### config.mk
export PLATFORM = sky130hd
export DESIGN_NAME = lapb_t1_recovery
export DESIGN_NICKNAME = d
export VERILOG_FILES = /design/src/design/lapbt1_pkg.sv /design/src/design/lapb_t1_recovery.sv
export SDC_FILE = /design/constraint.sdc
export NUM_CORES = 1
export LEC_CHECK = 0
export ABC_CLOCK_PERIOD_IN_PS = 5600
export BUFFER_PORTS_ARGS = -buffer_cell sky130_fd_sc_hd__buf_2
export CORE_AREA = 5 5 85 165
export DETAILED_ROUTE_END_ITERATION = 6
export DIE_AREA = 0 0 90 170
export PLACE_DENSITY = 0.84
export SLEW_MARGIN = 40
export SYNTH_ARGS = -nofsm -noshare
export SYNTH_HDL_FRONTEND = slang
export SYNTH_SLANG_ARGS = --single-unit
### constraint.sdc
create_clock -name i_clk -period 5.6 [get_ports i_clk]
set_input_delay 0.28 -clock i_clk [delete_from_list [all_inputs] [get_ports i_clk]]
set_output_delay 0.28 -clock i_clk [all_outputs]
set_load 0.03 [all_outputs]
### src/design/lapbt1_pkg.sv
// Shared types, codes and reset values of the LAPB T1 recovery block.
`timescale 1ns / 1ps

package lapbt1_pkg;

    // Field widths
    localparam int unsigned ModeW  = 2;
    localparam int unsigned StateW = 3;
    localparam int unsigned FrameW = 3;
    localparam int unsigned QlenW  = 16;
    localparam int unsigned RetryW = 8;
    localparam int unsigned T1W    = 24;
    localparam int unsigned CfgIdxW = 3;
    localparam int unsigned CfgDatW = 24;

    // Event codes
    localparam logic [ModeW-1:0] MODE_T1_EXP = 2'd0;
    localparam logic [ModeW-1:0] MODE_T3_DUE = 2'd1;
    localparam logic [ModeW-1:0] MODE_RESET  = 2'd2;

    // Link state codes
    localparam logic [StateW-1:0] ST_DISC  = 3'd0;
    localparam logic [StateW-1:0] ST_SETUP = 3'd1;
    localparam logic [StateW-1:0] ST_DPEND = 3'd2;
    localparam logic [StateW-1:0] ST_CONN  = 3'd3;
    localparam logic [StateW-1:0] ST_RECOV = 3'd4;

    // Frame kind codes
    localparam logic [FrameW-1:0] FR_NONE = 3'd0;
    localparam logic [FrameW-1:0] FR_SABM = 3'd1;
    localparam logic [FrameW-1:0] FR_DISC = 3'd2;
    localparam logic [FrameW-1:0] FR_DM   = 3'd3;
    localparam logic [FrameW-1:0] FR_RR   = 3'd4;
    localparam logic [FrameW-1:0] FR_RNR  = 3'd5;

    // Configuration register indexes
    localparam logic [CfgIdxW-1:0] REG_MAX_RETRIES   = 3'd0;
    localparam logic [CfgIdxW-1:0] REG_BACKOFF_LIMIT = 3'd1;
    localparam logic [CfgIdxW-1:0] REG_RX_WINDOW     = 3'd2;
    localparam logic [CfgIdxW-1:0] REG_OLD_PROTOCOL  = 3'd3;
    localparam logic [CfgIdxW-1:0] REG_T1_INITIAL    = 3'd4;

    // Reset values
    localparam logic [RetryW-1:0] RST_MAX_RETRIES   = 8'd10;
    localparam logic [15:0]       RST_BACKOFF_LIMIT = 16'd16;
    localparam logic [QlenW-1:0]  RST_RX_WINDOW     = 16'd2048;
    localparam logic [T1W-1:0]    RST_T1_INITIAL    = 24'd5000;

    localparam logic [RetryW-1:0] RETRY_MAX = 8'd255;
    localparam logic [T1W-1:0]    T1_MAX    = 24'hFFFFFF;

    // One result word
    typedef struct packed {
        logic [StateW-1:0] next_state;
        logic [FrameW-1:0] frame_kind;
        logic              start_t1;
        logic              stop_t3;
        logic [T1W-1:0]    t1_value;
        logic              flush_tx;
        logic              timed_out;
        logic              clear_response;
        logic              retransmitting;
    } t_result;

endpackage

### src/design/lapb_t1_recovery.sv
// Top level: retry, backoff and timeout decisions of one LAPB link.
// Path: an accepted event enters the input register, then the result register.
// Throughput: one event per cycle unless the output stalls; retry count and
// T1 duration update with the result register, so the next event sees them.
// Input stall rises only when the input register is full and the output holds.
// Reset (synchronous, active low): retries 0, T1 5000, registers to defaults.
`timescale 1ns / 1ps

module lapb_t1_recovery (
    input  logic                             i_clk,
    input  logic                             i_rst_n,
    // event channel
    input  logic                             i_valid,
    output logic                             o_stall,
    input  logic [lapbt1_pkg::ModeW-1:0]     i_mode,
    input  logic [lapbt1_pkg::StateW-1:0]    i_link_state,
    input  logic [lapbt1_pkg::QlenW-1:0]     i_rx_queue_len,
    // result channel
    output logic                             o_valid,
    input  logic                             i_stall,
    output logic [lapbt1_pkg::StateW-1:0]    o_next_state,
    output logic [lapbt1_pkg::FrameW-1:0]    o_frame_kind,
    output logic                             o_start_t1,
    output logic                             o_stop_t3,
    output logic [lapbt1_pkg::T1W-1:0]       o_t1_value,
    output logic                             o_flush_tx,
    output logic                             o_timed_out,
    output logic                             o_clear_response,
    output logic                             o_retransmitting,
    // configuration write channel
    input  logic                             i_cfg_valid,
    output logic                             o_cfg_ready,
    input  logic [lapbt1_pkg::CfgIdxW-1:0]   i_cfg_index,
    input  logic [lapbt1_pkg::CfgDatW-1:0]   i_cfg_data
);

    // Configuration registers
    logic [lapbt1_pkg::RetryW-1:0] r_max_retries;
    logic [15:0]                   r_backoff_limit;
    logic [lapbt1_pkg::QlenW-1:0]  r_rx_window;
    logic                          r_old_protocol;
    logic [lapbt1_pkg::T1W-1:0]    r_t1_initial;

    // Link timer state
    logic [lapbt1_pkg::RetryW-1:0] r_retry;
    logic [lapbt1_pkg::T1W-1:0]    r_t1;
    logic [lapbt1_pkg::RetryW-1:0] n_retry;
    logic [lapbt1_pkg::T1W-1:0]    n_t1;

    // Input register
    logic                          r_in_valid;
    logic [lapbt1_pkg::ModeW-1:0]  r_mode;
    logic [lapbt1_pkg::StateW-1:0] r_ls;
    logic [lapbt1_pkg::QlenW-1:0]  r_qlen;

    // Result register
    logic                          r_out_valid;
    lapbt1_pkg::t_result           r_res;
    lapbt1_pkg::t_result           n_res;

    logic out_free;
    logic move;
    logic take;

    // Handshake
    assign out_free    = !r_out_valid || !i_stall;
    assign move        = r_in_valid && out_free;
    assign o_stall     = r_in_valid && !out_free;
    assign take        = i_valid && !o_stall;
    assign o_cfg_ready = 1'b1;

    // Configuration writes
    always_ff @(posedge i_clk) begin
        if (!i_rst_n) begin
            r_max_retries   <= lapbt1_pkg::RST_MAX_RETRIES;
            r_backoff_limit <= lapbt1_pkg::RST_BACKOFF_LIMIT;
            r_rx_window     <= lapbt1_pkg::RST_RX_WINDOW;
            r_old_protocol  <= 1'b0;
            r_t1_initial    <= lapbt1_pkg::RST_T1_INITIAL;
        end else if (i_cfg_valid && o_cfg_ready) begin
            unique case (i_cfg_index)
                lapbt1_pkg::REG_MAX_RETRIES:   r_max_retries   <= i_cfg_data[7:0];
                lapbt1_pkg::REG_BACKOFF_LIMIT: r_backoff_limit <= i_cfg_data[15:0];
                lapbt1_pkg::REG_RX_WINDOW:     r_rx_window     <= i_cfg_data[15:0];
                lapbt1_pkg::REG_OLD_PROTOCOL:  r_old_protocol  <= i_cfg_data[0];
                lapbt1_pkg::REG_T1_INITIAL:    r_t1_initial    <= i_cfg_data;
                default: ;
            endcase
        end
    end

    // Decide the result and the next timer state for the registered event
    always_comb begin
        logic [lapbt1_pkg::RetryW-1:0] rc_inc;
        logic                          grow;
        logic [lapbt1_pkg::T1W:0]      dbl;
        logic [lapbt1_pkg::T1W-1:0]    t1_bo;
        logic                          hit;
        logic [lapbt1_pkg::FrameW-1:0] poll;

        rc_inc = (r_retry == lapbt1_pkg::RETRY_MAX) ? r_retry : r_retry + 8'd1;
        grow   = (rc_inc < 8'd16) &&
                 ((17'd1 << rc_inc[3:0]) < {1'b0, r_backoff_limit});
        dbl    = {r_t1, 1'b0};
        t1_bo  = !grow ? r_t1 :
                 (dbl[lapbt1_pkg::T1W] ? lapbt1_pkg::T1_MAX : dbl[lapbt1_pkg::T1W-1:0]);
        hit    = (r_max_retries != 8'd0) && (rc_inc > r_max_retries);
        poll   = (r_qlen >= r_rx_window) ? lapbt1_pkg::FR_RNR : lapbt1_pkg::FR_RR;

        n_retry = r_retry;
        n_t1    = r_t1;
        n_res   = '0;
        n_res.next_state = r_ls;

        unique case (r_mode)
            lapbt1_pkg::MODE_T1_EXP: begin
                n_retry = rc_inc;
                n_t1    = t1_bo;
                n_res.retransmitting = 1'b1;
                unique case (r_ls)
                    lapbt1_pkg::ST_SETUP: begin
                        if (hit) begin
                            n_res.flush_tx   = 1'b1;
                            n_res.timed_out  = 1'b1;
                            n_res.next_state = lapbt1_pkg::ST_DISC;
                        end else begin
                            n_res.frame_kind = lapbt1_pkg::FR_SABM;
                            n_res.start_t1   = 1'b1;
                        end
                    end
                    lapbt1_pkg::ST_DPEND: begin
                        if (hit) begin
                            n_res.timed_out  = 1'b1;
                            n_res.next_state = lapbt1_pkg::ST_DISC;
                        end else begin
                            n_res.frame_kind = lapbt1_pkg::FR_DISC;
                            n_res.start_t1   = 1'b1;
                        end
                    end
                    lapbt1_pkg::ST_CONN, lapbt1_pkg::ST_RECOV: begin
                        if (hit) begin
                            n_res.frame_kind = lapbt1_pkg::FR_DM;
                            n_res.flush_tx   = 1'b1;
                            n_res.timed_out  = 1'b1;
                            n_res.next_state = lapbt1_pkg::ST_DISC;
                        end else begin
                            n_res.frame_kind     = poll;
                            n_res.clear_response = 1'b1;
                            n_res.stop_t3        = 1'b1;
                            n_res.start_t1       = 1'b1;
                            n_res.next_state     = lapbt1_pkg::ST_RECOV;
                        end
                    end
                    default: ;
                endcase
            end
            lapbt1_pkg::MODE_T3_DUE: begin
                if (!r_old_protocol && r_ls == lapbt1_pkg::ST_CONN) begin
                    n_retry = '0;
                    n_res.frame_kind     = poll;
                    n_res.clear_response = 1'b1;
                    n_res.stop_t3        = 1'b1;
                    n_res.start_t1       = 1'b1;
                    n_res.next_state     = lapbt1_pkg::ST_RECOV;
                end
            end
            lapbt1_pkg::MODE_RESET: begin
                n_retry = '0;
                n_t1    = (r_t1_initial == '0) ? 24'd1 : r_t1_initial;
            end
            default: ;
        endcase

        n_res.t1_value = n_t1;
    end

    // Control: valid bits and timer state
    always_ff @(posedge i_clk) begin
        if (!i_rst_n) begin
            r_in_valid  <= 1'b0;
            r_out_valid <= 1'b0;
            r_retry     <= '0;
            r_t1        <= lapbt1_pkg::RST_T1_INITIAL;
        end else begin
            if (take) begin
                r_in_valid <= 1'b1;
            end else if (move) begin
                r_in_valid <= 1'b0;
            end
            if (move) begin
                r_out_valid <= 1'b1;
                r_retry     <= n_retry;
                r_t1        <= n_t1;
            end else if (!i_stall) begin
                r_out_valid <= 1'b0;
            end
        end
    end

    // Payload: load input word, hold result while stalled
    always_ff @(posedge i_clk) begin
        if (take) begin
            r_mode <= i_mode;
            r_ls   <= i_link_state;
            r_qlen <= i_rx_queue_len;
        end
        if (move) begin
            r_res <= n_res;
        end
    end

    assign o_valid          = r_out_valid;
    assign o_next_state     = r_res.next_state;
    assign o_frame_kind     = r_res.frame_kind;
    assign o_start_t1       = r_res.start_t1;
    assign o_stop_t3        = r_res.stop_t3;
    assign o_t1_value       = r_res.t1_value;
    assign o_flush_tx       = r_res.flush_tx;
    assign o_timed_out      = r_res.timed_out;
    assign o_clear_response = r_res.clear_response;
    assign o_retransmitting = r_res.retransmitting;

endmodule

# After elaboration in Yosys (flattened, before gate mapping)
# Cells that the tools add are included.
# op_classes
n_lt_le_gt_ge,4
add_sub_neg,1
shift,1
n_reduce_logical,27
n_mux,29
eq_ne,13
# op_table
operator,count
two-way mux 24 bit,3
case mux 24 bit (2 select lines),1
zero test 24 bit,1
two-way mux 8 bit,3
case mux 8 bit (3 select lines),1
case mux 7 bit (3 select lines),1
< comparator 17 x 16 -> 1 bit,1
"left shift 1 x 4 -> 17 bit, first input constant",1
>= comparator 16 bit,1
case mux 8 bit (2 select lines),1
"== test 3 x 2 -> 1 bit, second input constant",4
AND reduction 2 bit,6
two-way mux 1 bit,11
"adder 8 x 1 -> 8 bit, second input constant",1
"== test 8 bit, second input constant",1
> comparator 8 bit,1
"< comparator 8 x 5 -> 1 bit, second input constant",1
nonzero test 8 bit,1
"== test 3 x 1 -> 1 bit, second input constant",2
"== test 3 bit, second input constant",2
logical AND 1 bit,6
two-way mux 2 bit,3
two-way mux 3 bit,2
two-way mux 6 bit,1
other kinds (14),19
# totals
wordCells,96
regBits,156
in_bits,53
out_inout_bits,39

# Longest topological paths before layout
# Gate-level depths: netlist of the first run.
# logic_depth
ltp_word,7
depth_mapped,16
depth_no_buf,14

# Least setup slack after synthesis of the first run
# Ideal clock, no wire load.
# synth_timing
path_type,reg2reg
start,reg r_retry[1] (netlist bit)
end,reg r_t1[0] (netlist bit)
required_time_ns,5.485
setup_ns,0.115
arrival_time_ns,3.720
setup_slack_ns,1.765
period_less_slack_ns,3.835
n_path_buf,0
path_stages_with_launch,14
path_cell_list,dfxtp_1 > ha_1 > nand3_2 > o21ai_1 > nor2_1 > and2_1 > ha_1 > nand4_1 > or4_1 > or4_4 > o211ai_4 > nor2_4 > a221o_1 > o21ba_1
# synth_rtl
item,line,rtl
"start, declared",lapb_t1_recovery.sv:45,logic [lapbt1_pkg::RetryW-1:0] r_retry;
"start signal, assigned",lapb_t1_recovery.sv:192,r_retry <= n_retry;
"end signal, assigned",lapb_t1_recovery.sv:183,r_t1 <= lapbt1_pkg::RST_T1_INITIAL;
"end signal, assigned",lapb_t1_recovery.sv:193,r_t1 <= n_t1;
"end, declared",lapb_t1_recovery.sv:46,logic [lapbt1_pkg::T1W-1:0] r_t1;

==> results.toml, run 1 <==
[outcome]
status = "finished, final reports clean"

[clocking]
cts_resized = 0
clock_latency_ns = 0.42
htree_levels = 4
cts.sinks = 155
clk_pin_slew_worst_paths_ns = 0.07
postCtsSetupBuffers = 0
ctsHoldBuffers = 0
cts_tree = "done"
cts_buffer_depth = 2
cts-root-buf = "clkbuf_16"
cts_made_buffers = 17

[routing]
dr.pass1.iters = 7
vias = 6619
drtAntennaViolNets = 0
drt-vias-per-instance = 6.06
totalWireLength_microns = 19400
wl_per_cell_microns = 17.8
dr.first_iter.drc_count = 445
drc_errors = 0

[yosys]
yosysWarnings = 0
syn_nets = 960
synth.avg_cell_area_sq_um = 8.98
ys_ff_latch = 155
synth_top_area_share_pct = 25.5
ys_types = 67
ys_seq_area_share_pct = 47.2
synth.largest_area_cell = "dfxtp_1"
syn_area_sq_um = 7760
synth-edff-count = 56
ys.flop_type = "dfxtp_1"
synthArstFlopShare_pct = 0
yosysMostFrequentCell = "nand2_1"
synth_common_cells = "nand2_1 (180), dfxtp_1 (99), a21boi_0 (56), edfxtp_1 (56), inv_1 (48)"
syn_inst = 865
netlist_top_cells_area = "dfxtp_1 (26%), edfxtp_1 (22%), nand2_1 (8.7%)"

[critical_path]
worstSetupStartpointType = "register"
crit_slowest_cell = "dfxtp_1"
cpPeakStageDelay_ns = 0.61
path_delay_family = "simple AND/OR/NAND/NOR gates"
path_class = "register to register"
cp_max_fo = 23
crit_required_ns = 5.97
critPathCaptureType = "register"
worst_ep_arrival_time_ns = 5.05
path_cells = "ha_1 -> nand3_2 -> o21ai_1 -> nor2_1 -> and2_1 -> ha_1 -> nand4_1 -> or4_1 -> or4_4 -> o211ai_4 -> o21a_2 -> a221o_1 -> o21ba_1"
crit_buf_inv = 0
worst_path_most_repeated_cell = "ha_1"

[grt]
grt_pass1_wl_microns = 31800
grt_max_degree = 100
antenna_found_initial = 0
track_usage_pct = 25.5
overflow = 0
grt_pass1_vias = 6655

[die]
fp.dieH_microns = 170
pin_count = 92
rows = 58
die_area_sq_um = 15300
core-area_sq_um = 12600
initial_core_util_pct = 61.8
die_x_microns = 90

[placed_design]
place_hpwl_microns = 14000
dpl.cell_count = 1061
gp_congestion = 0.926
portBuffers = 90

[sta]
rsz0062_at_grt = "no"
hold_violations = 0
relSlewSlack_pct = 47.2
final-setup-viol-count = 0
period_needed_ns = 4.68
period_share_pct = 83.6
worst_pin_slew_ns = 0.791
slew_violations = 0
finClkSkew_ns = 0.00992
finalSetupTns_ns = 0
fmax_mhz = 214

[final_layout]
diodes = 0
multi_input_area_sq_um = 3730
fill_cells = 969
stdcell_count = 1093
nets = 1025
drive_above_1_share_pct = 15.2
area_delta_synth_final_pct = 14.4
finish.utilization_pct = 70.8
register_area_sq_um = 3660

[flow_run]
drv_cap = 0

[worst_hold_path]
min_path_type = "primary input to register"

[pwr]
leakage_nw = 3.51
power_density_nw_per_um2 = 307
peakVddDrop_mv = 0.259
==> placed cells by master, fill, tap and decap left out, drive strengths merged, types with 2 or more instances in the layout <==
cell | netlist | layout
bufinv | 0 | 3
nand4 | 9 | 9
nor3b | 3 | 3
xor2 | 3 | 3
o21bai | 5 | 5
nand2b | 3 | 3
a32oi | 6 | 6
a31oi | 20 | 20
o21a | 7 | 7
xnor2 | 6 | 6
mux2i | 7 | 7
a21o | 13 | 13
o221ai | 3 | 3
nand2 | 180 | 180
a21boi | 57 | 57
or2 | 3 | 3
and3 | 7 | 7
a22oi | 2 | 2
a21oi | 41 | 41
clkinvlp | 0 | 2
edfxtp | 56 | 56
a221o | 6 | 6
clkbuf | 40 | 18
or4 | 2 | 2
nor4 | 13 | 13
inv | 48 | 57
nor2 | 36 | 36
dfxtp | 99 | 99
and2 | 6 | 6
ha | 42 | 42
buf | 8 | 94
nor3 | 13 | 13
o21ai | 47 | 47
nor2b | 14 | 14
o211ai | 10 | 10
clkinv | 2 | 2
nand3 | 29 | 29
==> power breakdown <==
group,switching (mW),internal (mW)
logic,0.167,0.0877
registers,0.0323,1.22
clock network,0.501,0.722
==> worst register-to-register path, delay by kind of cell, from the launching register on <==
kind	cells	cell delay, ns
compound gates	5	1.64
fa+ha+maj	2	0.65
flops	1	0.61
simple gates	6	1.72
==> area by class of cell <==
type	count	area share [%]
inverter	50	2.11
sequential	155	41.2
clock buffer	18	4.83
tap	150	2.11
multi-input combinational	612	42.0
clock inverter	14	2.24
timing repair buffer	94	5.52
==> kinds of logic (layout without fill, tap and decap cells) <==
logic type,Yosys count,after routing,synth area share (%)
simple gates,322,322,18.8
compound gates,229,229,20.0
flops,155,155,47.2
buf+inv,98,176,5.03
fa+ha+maj,43,43,6.90
xor+xnor,9,9,1.02
mux,8,8,1.05
other cells,1,1,0.0483
==> flip-flops by register name (all words and copies together), names as in the netlist, 2 cells and up <==
name / count
r_mode: 2
o_frame_kind: 3
r_backoff_limit: 16
r_t1: 24
r_max_retries: 8
r_qlen: 16
r_rx_window: 16
r_ls: 3
o_next_state: 3
r_retry: 8
r_t1_initial: 24
o_t1_value: 24
==> layer usage <==
metal	vias to the layer above	wire length (microns)	track usage, %
li1	3180	-	-
met1	3088	6850	26.4
met2	282	10500	48.3
met3	69	1060	3.98
met4	0	985	13.4
met5	-	0	0
==> through the flow <==
| stage | instance area (sq um) | power, mW | setup WS (ns) | hold slack [ns] |
|---|---|---|---|---|
| floorplan | 7760 | 1.44 | 1.76 | 0.379 |
| global placement | 8230 | 1.52 | 1.09 | 0.452 |
| detailed placement | 8250 | 1.53 | 1.01 | 0.458 |
| global route | 8880 | 2.82 | 0.613 | 0.0106 |
| CTS | 8880 | 2.73 | 0.969 | 0.0207 |
| finish | 8880 | 2.73 | 0.919 | 0.0298 |
==> final timing paths <==
| kind | startpoint | cells after the start | endpoint | slack, ns |
|---|---|---|---|---|
| worst min-delay path | i_rx_queue_len[3] | 1 | r_qlen[3] | 0.03 |
| worst max-delay path | r_retry[0] | 13 | r_t1[0] | 0.92 |
| worst min register to register | r_rx_window[13] | 2 | r_rx_window[13] | 0.46 |
| worst max register to register | r_retry[0] | 13 | r_t1[0] | 0.92 |
(Power assumes the default switching activity.)
==> run 2, diff against run 1 <==
--- a/config.mk
+++ b/config.mk
@@ -5,12 +5,13 @@
 export SDC_FILE = /design/constraint.sdc
 export NUM_CORES = 1
 export LEC_CHECK = 0
-export ABC_CLOCK_PERIOD_IN_PS = 5600
+export ABC_AREA = 1
+export ABC_CLOCK_PERIOD_IN_PS = 4100
 export BUFFER_PORTS_ARGS = -buffer_cell sky130_fd_sc_hd__buf_2
-export CORE_AREA = 5 5 85 165
+export CORE_AREA = 5 5 93 181
 export DETAILED_ROUTE_END_ITERATION = 6
-export DIE_AREA = 0 0 90 170
-export PLACE_DENSITY = 0.84
+export DIE_AREA = 0 0 98 186
+export PLACE_DENSITY = 0.75
 export SLEW_MARGIN = 40
 export SYNTH_ARGS = -nofsm -noshare
 export SYNTH_HDL_FRONTEND = slang
==> constraint.sdc (replaced) <==
create_clock -name i_clk -period 4.1 [get_ports i_clk]
set_input_delay 0.205 -clock i_clk [delete_from_list [all_inputs] [get_ports i_clk]]
set_output_delay 0.205 -clock i_clk [all_outputs]
set_load 0.03 [all_outputs]
==> run 2 against run 1 <==
Compared with the run above:
- core utilization shrank 10 points
- via count up 4.8%
- count of clock-buffer cells in the layout down 1
- maximum frequency up 33%
- synthesized cell count grew 17%
- wire length grew 2.7%
- design area up 3.8%
- critical path type unchanged
==> results.toml, run 2 <==
[outcome]
status = "finished, final reports clean"

[grt]
grt_max_degree = 67
overflow = 0
grt_pass1_wl_microns = 32300
antenna_found_initial = 0
grt_pass1_vias = 6821
track_usage_pct = 22.4

[yosys]
synth.largest_area_cell = "dfxtp_1"
netlist_top_cells_area = "dfxtp_1 (25%), edfxtp_1 (21%), nand2_1 (12%)"
synth.avg_cell_area_sq_um = 7.80
syn_area_sq_um = 7870
synth_top_family_by_area = "simple AND/OR/NAND/NOR gates"
yosysMostFrequentCell = "nand2_1"
yosysWarnings = 0
synth.mux.area_fraction_pct = 0
synthSimpleGateAreaFrac_pct = 24.6
ys_seq_area_share_pct = 46.5
synth-compound-area-share_pct = 13.0
synth_common_cells = "nand2_1 (247), inv_1 (125), dfxtp_1 (99), a21oi_1 (85), nor2_1 (81)"
synth_fa_ha_area_share_pct = 6.68
synth_top_area_share_pct = 25.2
ys.flop_type = "dfxtp_1"
syn_inst = 1009
synth_xor_area_share_pct = 0.111
syn_nets = 1104
ys_ff_latch = 155
synthArstFlopShare_pct = 0
synth-edff-count = 56
ys_types = 38

[final_layout]
finish.utilization_pct = 60.3
nets = 1198
area_delta_synth_final_pct = 17.2
register_area_sq_um = 3660
layout_commonest_cell = "nand2_1"
multi_input_area_sq_um = 3510
layout_common_cells = "nand2_1 (247), inv_1 (123), dfxtp_1 (99)"
final_area_sq_um = 9220
fill_cells = 1396
drive_above_1_share_pct = 14.2
stdcell_count = 1314
diodes = 0

[critical_path]
worst_ep_arrival_time_ns = 3.85
r2r-end = "r_t1[0]"
regToRegSetupSlack_ns = 0.58
r2r_cells = 19
path_class = "register to register"
worstSetupStartpointType = "register"
timing.rr.start = "r_retry[0]"
crit_required_ns = 4.43
cp_max_fo = 25
critPathCaptureType = "register"

[die]
core-area_sq_um = 15300
initial_core_util_pct = 51.5
pin_count = 92
die_x_microns = 98
fp.dieH_microns = 186
die_area_sq_um = 18200
rows = 64

[clocking]
cts_made_buffers = 17
cts_buffer_depth = 2
clock_latency_ns = 0.43
cts_tree = "done"
cts-root-buf = "clkbuf_16"
clk_pin_slew_worst_paths_ns = 0.07
htree_levels = 4
cts_resized = 0
postCtsSetupBuffers = 0
cts.sinks = 155
ctsHoldBuffers = 21

[placed_design]
place_ws_ns = 0.623
gp_congestion = 0.942
dpl_cell_area_sq_um = 8430
place_hpwl_microns = 14300
dpl.cell_count = 1261
portBuffers = 90

[routing]
wl_met1_microns = 7230
vias = 6936
drtAntennaViolNets = 0
drt-vias-per-instance = 5.28
wl_met3_microns = 939
dr_wl_met2_microns = 11100
drc_errors = 0
dr.first_iter.drc_count = 382
dr.pass1.iters = 5
totalWireLength_microns = 20000
dr.max_layer_used = "met4"
wl_per_cell_microns = 15.2

[sta]
hold_violations = 0
finClkSkew_ns = 0.0124
relSlewSlack_pct = 45.5
final-setup-viol-count = 0
finalWorstSetupSlack_ns = 0.575
slew_violations = 0
period_share_pct = 86.0
worst_pin_slew_ns = 0.813
fmax_mhz = 284
finalSetupTns_ns = 0
period_needed_ns = 3.52
whs_ns = 0.0290
rsz0062_at_grt = "no"

[worst_hold_path]
holdPathEnd = "r_t1_initial[19]"
min_path_type = "primary input to register"
hold_start = "i_cfg_data[19]"
hold_path_depth = 3

[pwr]
leakage_nw = 4.27
power_mw = 3.75
peakVddDrop_mv = 0.303
power_density_nw_per_um2 = 406

[flow_run]
drv_cap = 0
run 2: worst max path at each step:
stage | from | end | slack, ns | cells after the start
after floorplan | r_retry[0] | o_t1_value[3] | 1.07 | 23
after global placement | r_retry[0] | o_t1_value[5] | 0.66 | 19
after CTS | r_retry[0] | r_t1[0] | 0.59 | 19
after detailed placement | r_retry[0] | o_t1_value[0] | 0.62 | 17
after global routing | r_retry[0] | r_t1[12] | 0.25 | 26
final | r_retry[0] | r_t1[0] | 0.58 | 19
run 2: critical path: stages, from the launching register on:
cell	delay, ns
dfxtp_1	0.45
ha_1	0.26
nand2_1	0.10
nor2_4	0.17
nand2_2	0.20
nand2_4	0.20
inv_4	0.07
nor4_1	0.32
ha_1	0.19
nand2_1	0.07
nor2_1	0.14
nand4_1	0.09
nor2_1	0.20
nand2_4	0.22
nand2_4	0.31
nand2_1	0.09
nand3_1	0.11
nand3_1	0.08
nand2_1	0.09
inv_1	0.04
run 2: metal layers:
metal / vias to the layer above / track usage, %
met2: 206 / 43.6
met5: - / 0
met3: 39 / 3.56
li1: 3497 / -
met4: 0 / 11.7
met1: 3194 / 22.4
run 2: area by class of cell:
type / instances / area share [%]
Sequential cell: 155 / 39.7
Timing Repair Buffer: 119 / 7.82
Clock inverter: 15 / 1.74
Multi-Input combinational cell: 680 / 38.1
Inverter: 130 / 5.32
Clock buffer: 17 / 4.61
Tap cell: 198 / 2.69
run 2: report_power, final:
group | internal, mW | switching, mW | total, mW
clock network | 0.908 | 0.668 | 1.58
registers | 1.68 | 0.0418 | 1.72
logic | 0.159 | 0.292 | 0.451
total | 2.75 | 1.00 | 3.75
run 2: logic make-up after synthesis:
kind of cell             Yosys count
AO/OA/AOI/OAI                    187
XOR/XNOR                           1
adder cells (fa/ha/maj)           42
buffers and inverters            174
flip-flops                       155
other                              1
AND/OR/NAND/NOR                  449
